`config.mk`:
```
export PLATFORM = sky130hd
export DESIGN_NAME = adts_frame_deframer
export DESIGN_NICKNAME = d
export VERILOG_FILES = /design/src/rtl/adts_fd_pkg.sv /design/src/rtl/adts_fd_front.sv /design/src/rtl/adts_fd_queue.sv /design/src/rtl/adts_fd_back.sv /design/src/rtl/adts_frame_deframer.sv
export VERILOG_INCLUDE_DIRS = /design/src /design/src/rtl
export SDC_FILE = /design/constraint.sdc
export NUM_CORES = 1
export LEC_CHECK = 0
export ABC_AREA = 1
export BUFFER_PORTS_ARGS = -buffer_cell sky130_fd_sc_hd__buf_2
export CAP_MARGIN = 20
export CORE_MARGIN = 3
export CORE_UTILIZATION = 55
export CTS_BUF_LIST = sky130_fd_sc_hd__clkbuf_2
export CTS_CLUSTER_SIZE = 12
export DETAILED_ROUTE_END_ITERATION = 7
export GPL_TIMING_DRIVEN = 0
export PLACE_DENSITY = 0.76
export SYNTH_ARGS = -nofsm -noshare
export SYNTH_HDL_FRONTEND = slang
export SYNTH_SLANG_ARGS = --single-unit
```
`constraint.sdc`:
```
create_clock -name i_clk -period 6.3 [get_ports i_clk]
set_input_delay 0 -clock i_clk [delete_from_list [all_inputs] [get_ports i_clk]]
set_output_delay 0 -clock i_clk [all_outputs]
set_load 0.005 [all_outputs]
```
`src/rtl/adts_frame_deframer_macros.svh`:
```
// ---------------------------------------------------------------------------
// ADTS deframer assertion macros
// Concurrent assertion wrappers on i_clk, disabled while i_rst_n is low.
// ---------------------------------------------------------------------------
`ifndef ADTS_FRAME_DEFRAMER_MACROS_SVH
`define ADTS_FRAME_DEFRAMER_MACROS_SVH

`ifndef NO_ASSERTIONS
// Same-cycle implication
`define AFD_ASSERT_NOW(lbl, ante, cons) \
    lbl: assert property (@(posedge i_clk) disable iff (!i_rst_n) (ante) |-> (cons)) \
        else $error("adts deframer assertion failed");
// Next-cycle implication
`define AFD_ASSERT_NEXT(lbl, ante, cons) \
    lbl: assert property (@(posedge i_clk) disable iff (!i_rst_n) (ante) |=> (cons)) \
        else $error("adts deframer assertion failed");
`else
`define AFD_ASSERT_NOW(lbl, ante, cons)
`define AFD_ASSERT_NEXT(lbl, ante, cons)
`endif

`endif

```
`src/rtl/adts_fd_pkg.sv`:
```
// ---------------------------------------------------------------------------
// ADTS deframer package
// Shared types, codes and constants of the ADTS frame deframer.
// ---------------------------------------------------------------------------
package adts_fd_pkg;

    localparam int HEADER_BYTES = 7;
    localparam int LEN_W        = 13;
    localparam int HDR_IDX_W    = 3;
    localparam int QUEUE_DEPTH  = 4;
    localparam int QPTR_W       = 2;
    localparam int CFG_ADDR_W   = 1;

    localparam logic [LEN_W-1:0] HDR_LEN     = LEN_W'(HEADER_BYTES);
    localparam logic [LEN_W-1:0] MAX_LEN_RST = 13'd5120;
    localparam logic [7:0]       SYNC_BYTE   = 8'hFF;
    localparam logic [3:0]       SYNC_NIBBLE = 4'hF;

    // result status codes
    localparam logic [1:0] ST_BYTE  = 2'd0;
    localparam logic [1:0] ST_SHORT = 2'd1;
    localparam logic [1:0] ST_LONG  = 2'd2;
    localparam logic [1:0] ST_TRUNC = 2'd3;

    // configuration register indexes
    localparam logic [CFG_ADDR_W-1:0] CFG_MAX_LEN = 1'b0;
    localparam logic [CFG_ADDR_W-1:0] CFG_STRIP   = 1'b1;

    typedef struct packed {
        logic [7:0] in_byte;
        logic       end_of_data;
    } t_in_item;

    typedef struct packed {
        logic [7:0]       out_byte;
        logic             frame_first;
        logic             frame_last;
        logic [LEN_W-1:0] frame_length;
        logic [1:0]       status;
    } t_out_item;

    typedef struct packed {
        logic [LEN_W-1:0] max_len;
        logic             strip;
    } t_cfg;

    // One command per input byte that causes results; all results of a
    // command share one frame length.
    typedef struct packed {
        logic                             hdr_emit;
        logic [HEADER_BYTES-1:0][7:0]     hdr_bytes;
        logic                             byte_emit;
        logic [7:0]                       data_byte;
        logic                             first;
        logic                             last;
        logic                             stat_emit;
        logic [1:0]                       stat;
        logic [LEN_W-1:0]                 length;
    } t_cmd;

endpackage

```
`src/rtl/adts_fd_front.sv`:
```
// ---------------------------------------------------------------------------
// ADTS deframer front end
// Hunts for sync, collects the header and turns each byte that causes results into a command.
// ---------------------------------------------------------------------------
module adts_fd_front (
    input  logic                  i_clk,
    input  logic                  i_rst_n,
    input  logic                  i_valid,
    output logic                  o_ready,
    input  adts_fd_pkg::t_in_item i_item,
    input  adts_fd_pkg::t_cfg     i_cfg,
    input  logic                  i_q_full,
    output logic                  o_push,
    output adts_fd_pkg::t_cmd     o_cmd
);

    typedef enum logic [1:0] {
        PH_HUNT,
        PH_SYNC2,
        PH_HEADER,
        PH_PAYLOAD
    } t_phase;

    t_phase                                r_phase, n_phase;
    logic [7:0]                            r_hdr [adts_fd_pkg::HEADER_BYTES];
    logic [adts_fd_pkg::HDR_IDX_W-1:0]     r_hcnt, n_hcnt;
    logic [adts_fd_pkg::LEN_W-1:0]         r_cur_len, n_cur_len;
    logic [adts_fd_pkg::LEN_W-1:0]         r_left, n_left;
    logic [adts_fd_pkg::LEN_W-1:0]         w_len;
    logic [adts_fd_pkg::HDR_IDX_W-1:0]     w_wr_idx;
    logic                                  w_wr;
    logic                                  w_acc;
    logic [7:0]                            w_b;
    adts_fd_pkg::t_cmd                     w_cmd;

    assign o_ready = !i_q_full;
    assign w_acc   = i_valid && o_ready;
    assign w_b     = i_item.in_byte;
    assign w_len   = {r_hdr[3][1:0], r_hdr[4], r_hdr[5][7:5]};

    always_comb begin
        n_phase   = r_phase;
        n_hcnt    = r_hcnt;
        n_cur_len = r_cur_len;
        n_left    = r_left;
        w_wr      = 1'b0;
        w_wr_idx  = r_hcnt;
        w_cmd     = '0;
        case (r_phase)
            PH_HUNT: begin
                if (w_b == adts_fd_pkg::SYNC_BYTE) begin
                    w_wr      = 1'b1;
                    w_wr_idx  = '0;
                    n_hcnt    = 3'd1;
                    n_cur_len = '0;
                    n_phase   = PH_SYNC2;
                end
            end
            PH_SYNC2: begin
                if (w_b[7:4] == adts_fd_pkg::SYNC_NIBBLE) begin
                    w_wr     = 1'b1;
                    w_wr_idx = 3'd1;
                    n_hcnt   = 3'd2;
                    n_phase  = PH_HEADER;
                end else begin
                    n_hcnt  = '0;
                    n_phase = PH_HUNT;
                end
            end
            PH_HEADER: begin
                w_wr   = 1'b1;
                n_hcnt = r_hcnt + 3'd1;
                if (r_hcnt == 3'(adts_fd_pkg::HEADER_BYTES - 1)) begin
                    // header complete: check the length and emit or drop
                    n_cur_len    = w_len;
                    n_hcnt       = '0;
                    w_cmd.length = w_len;
                    if (w_len < adts_fd_pkg::HDR_LEN) begin
                        w_cmd.stat_emit = 1'b1;
                        w_cmd.stat      = adts_fd_pkg::ST_SHORT;
                        n_phase         = PH_HUNT;
                    end else if (w_len > i_cfg.max_len) begin
                        w_cmd.stat_emit = 1'b1;
                        w_cmd.stat      = adts_fd_pkg::ST_LONG;
                        n_phase         = PH_HUNT;
                    end else begin
                        n_left = w_len - adts_fd_pkg::HDR_LEN;
                        if (!i_cfg.strip) begin
                            w_cmd.hdr_emit = 1'b1;
                            for (int k = 0; k < adts_fd_pkg::HEADER_BYTES - 1; k++) begin
                                w_cmd.hdr_bytes[k] = r_hdr[k];
                            end
                            w_cmd.hdr_bytes[adts_fd_pkg::HEADER_BYTES-1] = w_b;
                            w_cmd.last = (n_left == '0);
                        end
                        n_phase = (n_left == '0) ? PH_HUNT : PH_PAYLOAD;
                    end
                end
            end
            PH_PAYLOAD: begin
                n_left          = r_left - 13'd1;
                w_cmd.byte_emit = 1'b1;
                w_cmd.data_byte = w_b;
                w_cmd.first     = i_cfg.strip &&
                                  ((r_left + adts_fd_pkg::HDR_LEN) == r_cur_len);
                w_cmd.last      = (n_left == '0);
                w_cmd.length    = r_cur_len;
                if (n_left == '0) begin
                    n_phase = PH_HUNT;
                end
            end
            default: begin
                n_phase = PH_HUNT;
            end
        endcase

        // end of data: report an unfinished frame and go back to hunting
        if (i_item.end_of_data) begin
            if (n_phase == PH_HEADER || n_phase == PH_PAYLOAD) begin
                w_cmd.stat_emit = 1'b1;
                w_cmd.stat      = adts_fd_pkg::ST_TRUNC;
                w_cmd.length    = (n_phase == PH_PAYLOAD) ? n_cur_len : '0;
            end
            n_phase = PH_HUNT;
            n_hcnt  = '0;
            n_left  = '0;
        end
    end

    assign o_push = w_acc && (w_cmd.hdr_emit || w_cmd.byte_emit || w_cmd.stat_emit);
    assign o_cmd  = w_cmd;

    always_ff @(posedge i_clk) begin
        if (!i_rst_n) begin
            r_phase   <= PH_HUNT;
            r_hcnt    <= '0;
            r_cur_len <= '0;
            r_left    <= '0;
        end else if (w_acc) begin
            r_phase   <= n_phase;
            r_hcnt    <= n_hcnt;
            r_cur_len <= n_cur_len;
            r_left    <= n_left;
            if (w_wr) begin
                r_hdr[w_wr_idx] <= w_b;
            end
        end
    end

endmodule

```
`src/rtl/adts_fd_queue.sv`:
```
// ---------------------------------------------------------------------------
// ADTS deframer command queue
// Short FIFO of commands between the front end and the result sequencer.
// ---------------------------------------------------------------------------
module adts_fd_queue (
    input  logic              i_clk,
    input  logic              i_rst_n,
    input  logic              i_push,
    input  adts_fd_pkg::t_cmd i_data,
    output logic              o_full,
    input  logic              i_pop,
    output logic              o_valid,
    output adts_fd_pkg::t_cmd o_data
);

    adts_fd_pkg::t_cmd                r_mem [adts_fd_pkg::QUEUE_DEPTH];
    logic [adts_fd_pkg::QPTR_W-1:0]   r_wr, r_rd;
    logic [adts_fd_pkg::QPTR_W:0]     r_cnt;

    assign o_full  = (r_cnt == (adts_fd_pkg::QPTR_W + 1)'(adts_fd_pkg::QUEUE_DEPTH));
    assign o_valid = (r_cnt != '0);
    assign o_data  = r_mem[r_rd];

    always_ff @(posedge i_clk) begin
        if (!i_rst_n) begin
            r_wr  <= '0;
            r_rd  <= '0;
            r_cnt <= '0;
        end else begin
            if (i_push) begin
                r_mem[r_wr] <= i_data;
                r_wr        <= r_wr + 1'b1;
            end
            if (i_pop) begin
                r_rd <= r_rd + 1'b1;
            end
            // hold the count when both sides move
            if (i_push && !i_pop) begin
                r_cnt <= r_cnt + 1'b1;
            end else if (i_pop && !i_push) begin
                r_cnt <= r_cnt - 1'b1;
            end
        end
    end

endmodule

```
`src/rtl/adts_fd_back.sv`:
```
// ---------------------------------------------------------------------------
// ADTS deframer result sequencer
// Expands commands into result items, one per cycle while the output slot is free, into an output register.
// ---------------------------------------------------------------------------
module adts_fd_back (
    input  logic                   i_clk,
    input  logic                   i_rst_n,
    input  logic                   i_q_valid,
    input  adts_fd_pkg::t_cmd      i_q_data,
    output logic                   o_pop,
    output logic                   o_valid,
    input  logic                   i_ready,
    output adts_fd_pkg::t_out_item o_item
);

    adts_fd_pkg::t_cmd                 r_cmd, w_cur;
    logic                              r_hp, r_bp, r_sp;
    logic [adts_fd_pkg::HDR_IDX_W-1:0] r_idx, w_idx, n_idx;
    logic                              w_h, w_b, w_s, n_hp, n_bp, n_sp;
    logic                              w_any, w_adv, w_emit;
    logic                              r_ovalid;
    adts_fd_pkg::t_out_item            r_out, n_out;

    // work from the held command, else straight from the queue head
    assign w_any  = r_hp || r_bp || r_sp;
    assign w_cur  = w_any ? r_cmd : i_q_data;
    assign w_h    = w_any ? r_hp : i_q_data.hdr_emit;
    assign w_b    = w_any ? r_bp : i_q_data.byte_emit;
    assign w_s    = w_any ? r_sp : i_q_data.stat_emit;
    assign w_idx  = w_any ? r_idx : '0;
    assign w_adv  = !r_ovalid || i_ready;
    assign w_emit = w_adv && (w_any || i_q_valid);
    assign o_pop  = w_emit && !w_any;

    always_comb begin
        n_out              = '0;
        n_out.frame_length = w_cur.length;
        n_hp               = w_h;
        n_bp               = w_b;
        n_sp               = w_s;
        n_idx              = w_idx;
        if (w_h) begin
            n_out.out_byte    = w_cur.hdr_bytes[w_idx];
            n_out.frame_first = (w_idx == '0);
            n_out.frame_last  = (w_idx == 3'(adts_fd_pkg::HEADER_BYTES - 1)) && w_cur.last;
            n_out.status      = adts_fd_pkg::ST_BYTE;
            n_idx             = w_idx + 3'd1;
            n_hp              = (w_idx != 3'(adts_fd_pkg::HEADER_BYTES - 1));
        end else if (w_b) begin
            n_out.out_byte    = w_cur.data_byte;
            n_out.frame_first = w_cur.first;
            n_out.frame_last  = w_cur.last;
            n_out.status      = adts_fd_pkg::ST_BYTE;
            n_bp              = 1'b0;
        end else begin
            n_out.status = w_cur.stat;
            n_sp         = 1'b0;
        end
    end

    always_ff @(posedge i_clk) begin
        if (!i_rst_n) begin
            r_hp     <= 1'b0;
            r_bp     <= 1'b0;
            r_sp     <= 1'b0;
            r_idx    <= '0;
            r_ovalid <= 1'b0;
        end else if (w_emit) begin
            r_hp     <= n_hp;
            r_bp     <= n_bp;
            r_sp     <= n_sp;
            r_idx    <= n_idx;
            r_cmd    <= w_cur;
            r_out    <= n_out;
            r_ovalid <= 1'b1;
        end else if (w_adv) begin
            r_ovalid <= 1'b0;
        end
    end

    assign o_valid = r_ovalid;
    assign o_item  = r_out;

endmodule

```
`src/rtl/adts_frame_deframer.sv`:
```
// Path: a byte's command enters the command queue when the byte transfers; the sequencer
//   then loads the results into the output register; a header burst gives seven results.
// Throughput: one input byte per cycle while the queue has room; the four-entry command queue
//   takes four payload bytes during a header burst, then input holds while the burst drains.
// Reset: i_rst_n synchronous, active low; returns to hunting for sync with an empty queue,
//   max_frame_length = 5120 and strip_header = 0.
// ---------------------------------------------------------------------------
// ADTS frame deframer
// Finds ADTS frames in a byte stream, passes on header (unless stripped) and payload bytes, and reports statuses.
// ---------------------------------------------------------------------------
`include "adts_frame_deframer_macros.svh"

module adts_frame_deframer (
    input  logic                                  i_clk,
    input  logic                                  i_rst_n,
    // input byte channel
    input  logic                                  i_in_valid,
    output logic                                  o_in_ready,
    input  adts_fd_pkg::t_in_item                 i_in_item,
    // result channel
    output logic                                  o_out_valid,
    input  logic                                  i_out_ready,
    output adts_fd_pkg::t_out_item                o_out_item,
    // configuration writes
    input  logic                                  i_cfg_we,
    input  logic [adts_fd_pkg::CFG_ADDR_W-1:0]    i_cfg_addr,
    input  logic [adts_fd_pkg::LEN_W-1:0]         i_cfg_data
);

    // Configuration registers. Writes must land only while the block is idle (the block does not
    // enforce it), so the front end may read them without any shadowing.
    adts_fd_pkg::t_cfg r_cfg;

    always_ff @(posedge i_clk) begin
        if (!i_rst_n) begin
            r_cfg.max_len <= adts_fd_pkg::MAX_LEN_RST;
            r_cfg.strip   <= 1'b0;
        end else if (i_cfg_we) begin
            case (i_cfg_addr)
                adts_fd_pkg::CFG_MAX_LEN: r_cfg.max_len <= i_cfg_data;
                adts_fd_pkg::CFG_STRIP:   r_cfg.strip   <= i_cfg_data[0];
                default: begin
                    r_cfg <= r_cfg;
                end
            endcase
        end
    end

    // Front end to queue: one command per transfer that causes results.
    logic              w_push;
    logic              w_q_full;
    logic              w_q_valid;
    logic              w_pop;
    adts_fd_pkg::t_cmd w_push_cmd;
    adts_fd_pkg::t_cmd w_head_cmd;

    // Front end: sync hunt, header capture, length check, end-of-data handling.
    // Ready drops only when the command queue is full.
    adts_fd_front u_front (
        .i_clk    (i_clk),
        .i_rst_n  (i_rst_n),
        .i_valid  (i_in_valid),
        .o_ready  (o_in_ready),
        .i_item   (i_in_item),
        .i_cfg    (r_cfg),
        .i_q_full (w_q_full),
        .o_push   (w_push),
        .o_cmd    (w_push_cmd)
    );

    // Decouple the two sides so a stalled consumer does not stall byte intake
    // until the queue fills.
    adts_fd_queue u_queue (
        .i_clk   (i_clk),
        .i_rst_n (i_rst_n),
        .i_push  (w_push),
        .i_data  (w_push_cmd),
        .o_full  (w_q_full),
        .i_pop   (w_pop),
        .o_valid (w_q_valid),
        .o_data  (w_head_cmd)
    );

    // Back end: expand each command (header burst, payload byte, status) into
    // the registered result channel; advance whenever the output slot frees.
    adts_fd_back u_back (
        .i_clk     (i_clk),
        .i_rst_n   (i_rst_n),
        .i_q_valid (w_q_valid),
        .i_q_data  (w_head_cmd),
        .o_pop     (w_pop),
        .o_valid   (o_out_valid),
        .i_ready   (i_out_ready),
        .o_item    (o_out_item)
    );

    // A command is never written into a full queue.
    `AFD_ASSERT_NOW(a_no_overflow, w_push, !w_q_full)
    // A pop only happens when the queue holds a command.
    `AFD_ASSERT_NOW(a_no_underflow, w_pop, w_q_valid)
    // Status-only results carry no byte and no frame marks.
    `AFD_ASSERT_NOW(a_status_clean, o_out_valid && (o_out_item.status != adts_fd_pkg::ST_BYTE),
        (o_out_item.out_byte == 8'd0) && !o_out_item.frame_first && !o_out_item.frame_last)

endmodule
```
==> flow_summary_export.csv, run 1 <==
group,metric,value,unit
yosys,synth_cells,2158,
route,vias_per_cell,5.88,
route,drtIter0Drc,2235,
yosys,yosys.area_share.simple,0.131,
worst_setup_path,startpoint,"u_front.r_hdr[4][1]",
clocking,htree_levels,4,
clocking,root_buffer,"clkbuf_2",
timing,hold_viol_final,0,
status,violations,"design-rule violations",
worst_hold_path,hold_start,"i_rst_n",
finish,syn_to_final_growth,14.9,%
status,status,"finished with violations",
timing,maxSlewViolCount,0,
timing,grt_setup_unrepaired,"false",
yosys,async_flop_share,0,
worst_hold_path,hold_class,"input pin to flip-flop",
grt,antenna_found_initial,7,
worst_setup_path,crit_path_end_kind,"flip-flop",
timing,min_period_over_period,0.678,
worst_setup_path,rr_startpoint,"u_front.r_hdr[4][1]",
yosys,post_synth_xor_area_fraction,0.00931,
timing,hold_ws,0.0776,ns
yosys,yosys_warnings,0,
worst_setup_path,crit_required,7.02,ns
route,via_count,18200,
yosys,synth.avg_cell_area,10.8,sq um
worst_setup_path,crit_arrival,4.99,ns
grt,grt_pass1_vias,17700,
yosys,synth_nets,2215,
grt,overflow,0,
yosys,ys.flop_type,"edfxtp_1",
timing,report.final.setup_viol,0,
route,wl_per_cell,22.2,um
place,io_buffer_count,54,
finish,layout-drive-gt1-share,0.155,
place,dp_hpwl,44200,um
worst_setup_path,start_kind,"flip-flop",
yosys,synth_fa_ha_area_frac,0.0158,
timing,finalCriticalPeriod,4.27,ns
yosys,synth_cell_types,48,
run,maxCapViolCount,0,
floorplanning,die_w,212,um
finish,layout_common_cells,"486 x nor2_1, 477 x edfxtp_1, 263 x o21ai_0",
clocking,cts_made_buffers,135,
timing,tns,0,ns
finish,final_common_cell,"nor2_1",
route,drc,1,
route,totalWireLength,68700,um
timing,tightest_slew,1.34,ns
grt,grt_use_total,0.307,
pwr,p_leak,10.0,nW
finish,final_nets,2513,
clocking,cts_tree,"yes",
pwr,power,10.3,mW
timing,fin_skew,0.0998,ns
yosys,synth_mux_area_frac,0,
yosys,synth_enable_flop_cells,477,
worst_setup_path,path_class,"flip-flop to flip-flop",
worst_setup_path,cp_max_fo,26,
floorplanning,dieArea,45000,sq um
grt,grt_max_degree,28,
finish,layout.cells.non_filler,3094,
floorplanning,core_area,41400,sq um
clocking,clock-sinks,538,
clocking,clockBufferDepth,3,
yosys,synth_top_family_by_area,"simple AND/OR/NAND/NOR gates",
timing,max_slew_margin,0.102,
clocking,path_clk_slew,0.13,ns
floorplanning,io_pins,55,
yosys,syn-cell-area,23400,sq um
yosys,synth_seq_cells,538,
finish,fin_area,26900,sq um
place,dp_cells,2760,
pwr,p_per_area,384,nW/um^2
timing,max_freq,234,MHz
place,routabilityCongestion,0.953,
route,firstDrtPassIters,8,
floorplanning,rows,74,
floorplanning,die_h,212,um
route,ant_nets,0,
yosys,synth_compound_area_frac,0.125,
grt,grt_pass1_wl,103000,um
clocking,clk_latency,1.12,ns
pwr,peakVddDrop,180,uV
floorplanning,start_util,0.565,
yosys,seq_area_frac_synth,0.665,
place,place_area,24700,sq um
synthesized netlist by cell type, drive strengths merged, types with 13 or more instances:
cell / count / area share
clkbuf: 64 / 0.010
o22ai: 45 / 0.012
a22oi: 13 / 0.0042
xor2: 22 / 0.0086
nor2: 504 / 0.084
buf: 60 / 0.015
o21ai: 283 / 0.062
nand2: 191 / 0.033
o211ai: 18 / 0.0058
inv: 180 / 0.029
edfxtp: 477 / 0.61
dfxtp: 61 / 0.052
nand3: 36 / 0.0098
ha: 28 / 0.015
a21oi: 69 / 0.015
a31oi: 58 / 0.016
critical path, stage by stage (launching register included):
cell and delay, ns:
edfxtp_1 0.57, ha_1 0.38, nand2_1 0.10, nor2_1 0.21
nand4_1 0.30, a21oi_2 0.32, nand2_2 0.07, nand2_2 0.07
nand2_2 0.05, nand2_2 0.09, nand3_4 0.13, nand3_4 0.14
nand2_1 0.07, inv_2 0.07, nand2_2 0.13, nor2_4 0.42
buf_12 0.28, buf_12 0.24, buf_12 0.23
per-layer routing:
layer / vias to the layer above / global-route usage / routed length [um]
met1: 8683 / 0.396 / 25600
met5: - / 0 / 23
li1: 8184 / - / -
met4: 4 / 0.150 / 3330
met2: 1096 / 0.502 / 32900
met3: 228 / 0.0590 / 6870
power by group:
part / internal [mW] / switching, mW / leakage, nW
combinational: 0.981 / 2.32 / 4.41
sequential: 4.44 / 0.174 / 4.68
clock: 0.948 / 1.45 / 0.940
logic make-up (layout without fill, tap and decap cells):
logic type                 Yosys count  after routing
buffers and inverters              309            711
AOI/OAI and AO/OA                  512            512
DFF                                538            538
and+or+nand+nor                    746            746
xor gates and xnor gates            24             24
adders and majority gates           29             29
other                                0              2
state kept, by name, indices dropped and copies added, names as in the netlist, 3 cells and up, named ones only:
signal and flops:
u_queue.r_mem 336, u_back.r_cmd 81, u_front.r_hdr 48, r_cfg 14, u_front.r_cur_len 13, u_front.r_left 13, u_back.o_item 12, u_back.r_idx 3
u_front.r_hcnt 3, u_queue.r_cnt 3
path summary, 6_finish.rpt:
path              slack [ns]  cells past startpoint                   end
setup / recovery        2.03                     18  u_queue.r_mem[0][70]
hold reg to reg         0.48                      2       u_back.r_idx[2]
setup reg to reg        2.03                     18  u_queue.r_mem[0][70]
hold / removal          0.08                      5     u_front.r_hcnt[1]
repair_timing:
| item | 4_1_cts | 5_1_grt |
|---|---|---|
| resized for setup | 0 | 0 |
| hold buffers | 90 | 0 |
| hold endpoints to repair | 347 | 0 |
| buffers inserted | 0 | 0 |
per-stage QoR:
stage           util  setup slack, ns
2_1_floorplan      -            0.262
3_3_place_gp   0.588            -3.25
3_5_place_dp   0.597             2.20
4_1_cts        0.649             2.13
5_1_grt        0.649             1.77
6_report       0.649             2.03
cell type report:
class | count | area, sq um
tap | 532 | 666
multi-input combinational | 1311 | 6600
clock inverter | 53 | 323
inverter | 185 | 694
fill | 3172 | 14500
antenna | 2 | 5.00
buffer | 124 | 583
timing repair buffer | 161 | 1510
sequential | 538 | 15500
clock buffer | 188 | 941
No activity file was read; power rests on OpenSTA's default activity.
==> run 2, diff against run 1 <==
Settings changed: ABC_AREA 1 to 0.
Clock period 6.3 ns to 3.7 ns, I/O delays scaled along.
==> run 2 against run 1 <==
The run now ends clean; global-route usage shrank 2.3 points; combinational power rose by 22%; sequential cell count stayed put.
==> flow_summary_export.csv, run 2 <==
group,metric,value,unit
yosys,synth_area_leaders,"edfxtp_1 61%, mux4_2 8.1%, nand2_1 5.2%, dfxtp_1 5.2%, and2_1 2.1%",
pwr,p_comb_frac,0.257,
worst_setup_path,rrSetupSlack,0.01,ns
yosys,synth_top_family_by_area,"simple AND/OR/NAND/NOR gates",
finish,syn_to_final_growth,17.2,%
grt,grt_util_met3,0.0668,
worst_setup_path,crit_required,4.72,ns
yosys,synth_cells,1707,
route,drc,0,
yosys,ys.flop_type,"edfxtp_1",
finish,final_nets,2107,
floorplanning,core_area,41500,sq um
timing,setup_slack,0.0131,ns
worst_hold_path,hold_start,"i_in_item[0]",
finish,largest_reg_flops,336,
place,io_buffer_count,53,
finish,reg_top3,"u_queue.r_mem: 336 flops, u_back.r_cmd: 81 flops, u_front.r_hdr: 48 flops",
timing,hold_ws,0.152,ns
finish,final_common_cell,"edfxtp_1",
timing,max_freq,271,MHz
timing,grt_setup_unrepaired,"true",
pwr,power_frac_seq,0.488,
timing,tightest_slew,0.952,ns
yosys,seq_area_frac_synth,0.663,
clocking,clockBufferDepth,3,
pwr,p_leak,9.67,nW
place,dp_cells,2322,
finish,layout-drive-gt1-share,0.234,
timing,maxSlewViolCount,0,
worst_setup_path,max_stage_delay,0.48,ns
grt,overflow,0,
worst_setup_path,cp_max_fo,5,
grt,top_usage_layer,"met2",
yosys,synth_enable_flop_cells,477,
clocking,root_buffer,"clkbuf_2",
worst_setup_path,cp_slowest_cell,"edfxtp_1",
yosys,synth_nets,1764,
grt,use_met2,0.456,
worst_setup_path,path_cells,"buf_4, ha_1, a21oi_1, and3_1, o21ai_0, a21oi_4, o31ai_4, a21oi_4, nor2_2, ha_2, inv_2, fa_2, xor2_1, or3_1, a21oi_1",
yosys,synth_seq_cells,538,
timing,min_period_over_period,0.996,
clocking,cts_made_buffers,135,
yosys,yosys_warnings,0,
yosys,yosys.area_share.simple,0.117,
timing,tns,0,ns
worst_setup_path,rr_startpoint,"u_front.r_hdr[5][6]",
worst_setup_path,r2r-end,"u_queue.r_cnt[2]",
pwr,netSwitchingPower,5.30,mW
yosys,synth_fa_ha_area_frac,0.0158,
floorplanning,die_h,212,um
route,vias_per_cell,6.01,
finish,layout.cells.non_filler,2684,
finish,largest_register,"u_queue.r_mem",
floorplanning,die_w,212,um
yosys,yosysTopAreaCell,"edfxtp_1",
run,maxCapViolCount,0,
worst_setup_path,path_class,"flip-flop to flip-flop",
yosys,synth_compound_area_frac,0.0707,
status,status,"finished clean",
worst_hold_path,min_to,"u_front.r_hcnt[0]",
pwr,power,15.7,mW
route,ant_nets,0,
clocking,path_clk_slew,0.11,ns
grt,antenna_found_initial,4,
yosys,yosys.cell_count.top_type,"edfxtp_1",
yosys,synth_cell_types,72,
finish,fin_util,0.662,
place,place_area,25000,sq um
floorplanning,dieArea,45100,sq um
clocking,htree_levels,4,
worst_setup_path,crit_path_end_kind,"flip-flop",
yosys,post_synth_xor_area_fraction,0.0142,
floorplanning,io_pins,55,
finish,layout_common_cells,"477 x edfxtp_1, 327 x nand2_1, 199 x clkbuf_2",
pwr,p_int,10.4,mW
yosys,async_flop_share,0,
pwr,peakVddDrop,269,uV
route,totalWireLength,62600,um
grt,grt_use_total,0.284,
place,routabilityCongestion,0.936,
clocking,cts_tree,"yes",
worst_hold_path,hold_class,"input pin to flip-flop",
worst_setup_path,start_kind,"flip-flop",
floorplanning,start_util,0.565,
pwr,p_clk_frac,0.255,
finish,fin_area,27500,sq um
place,dp_hpwl,39700,um
place,dp_slack,-1.04,ns
route,drtIter0Drc,1834,
worst_hold_path,hold_depth,5,
finish,num-fill-cells,2921,
worst_setup_path,crit_arrival,4.71,ns
yosys,synth_top_cell_area_share,0.611,
pwr,switching_share,0.338,
timing,max_slew_margin,0.365,
timing,report.final.setup_viol,0,
route,wl_per_cell,23.3,um
route,via_count,16100,
grt,grt_pass1_wl,95100,um
grt,met1_usage,0.377,
pwr,p_per_area,571,nW/um^2
clocking,clock-sinks,538,
yosys,netlist_top_cells_count,"477 x edfxtp_1, 327 x nand2_1, 84 x mux4_2, 77 x and2_1, 71 x clkbuf_1",
timing,hold_viol_final,0,
floorplanning,rows,74,
clocking,clk_latency,1.14,ns
yosys,syn-cell-area,23400,sq um
yosys,synth_mux_area_frac,0.0915,
route,firstDrtPassIters,5,
timing,finalCriticalPeriod,3.69,ns
timing,fin_skew,0.0653,ns
grt,grt_pass1_vias,16300,
worst_setup_path,reg2reg_depth,15,
grt,grt_max_degree,34,
yosys,synth.avg_cell_area,13.7,sq um
## run 2: worst max-delay path by stage
stage / endpoint / cells past startpoint / startpoint / slack (ns)
after floorplan: u_queue.r_mem[0][0] / 9 / u_front.r_hdr[4][5] / -1.14
after global placement: u_queue.r_mem[1][22] / 8 / u_front.r_hdr[3][0] / -3.53
after detailed placement: u_queue.r_mem[2][77] / 11 / u_front.r_hdr[3][0] / -1.04
after CTS: u_queue.r_cnt[2] / 15 / u_front.r_hdr[3][1] / -0.03
after global routing: u_queue.r_cnt[2] / 15 / u_front.r_hdr[3][1] / -0.13
final: u_queue.r_cnt[2] / 15 / u_front.r_hdr[5][6] / 0.01
## run 2: power by group through the flow
stage | combinational (mW) | sequential, mW | clock (mW)
6_report | 4.03 | 7.66 | 4.00
5_1_grt | 4.40 | 7.72 | 4.38
4_1_cts | 3.97 | 7.66 | 4.05
3_5_place_dp | 3.86 | 7.79 | 0
3_3_place_gp | 3.70 | 7.82 | 0
2_1_floorplan | 2.51 | 7.75 | 0
## run 2: timing repair
action,in CTS,in global routing
setup endpoints to repair,424,155
setup buffers,27,9
endpoints found under the hold margin,369,0
hold buffers,88,0
resized for setup,13,20
pin swaps,6,11
## run 2: cells by family after synthesis
kind of cell	after synthesis
DFF	538
AOI/OAI and AO/OA	246
buffers and inverters	147
adders and majority gates	29
xor gates and xnor gates	38
muxes	108
and+or+nand+nor	601
## run 2: worst max-delay path, delay by kind of cell, from the launching register on
kind            cells  cell delay (ns)
compound gates      6             1.30
xor+xnor            1             0.16
fa+ha+maj           3             0.79
buf+inv             2             0.23
flops               1             0.48
simple gates        3             0.62
## run 2: layout make-up
type | count | area [sq um] | share of cell area
buffer | 113 | 539 | 0.0196
clock buffer | 195 | 976 | 0.0355
multi-input combinational | 1022 | 7430 | 0.271
inverter | 34 | 128 | 0.00464
sequential | 538 | 15500 | 0.566
clock inverter | 39 | 248 | 0.00902
antenna | 5 | 12.5 | 0.000455
timing repair buffer | 206 | 1930 | 0.0702
tap | 532 | 666 | 0.0242
## run 2: layer usage
layer / vias to the layer above / share of wire
met5: - / 0
met4: 0 / 0.032
met3: 139 / 0.094
met2: 866 / 0.49
met1: 7979 / 0.39
li1: 7143 / -
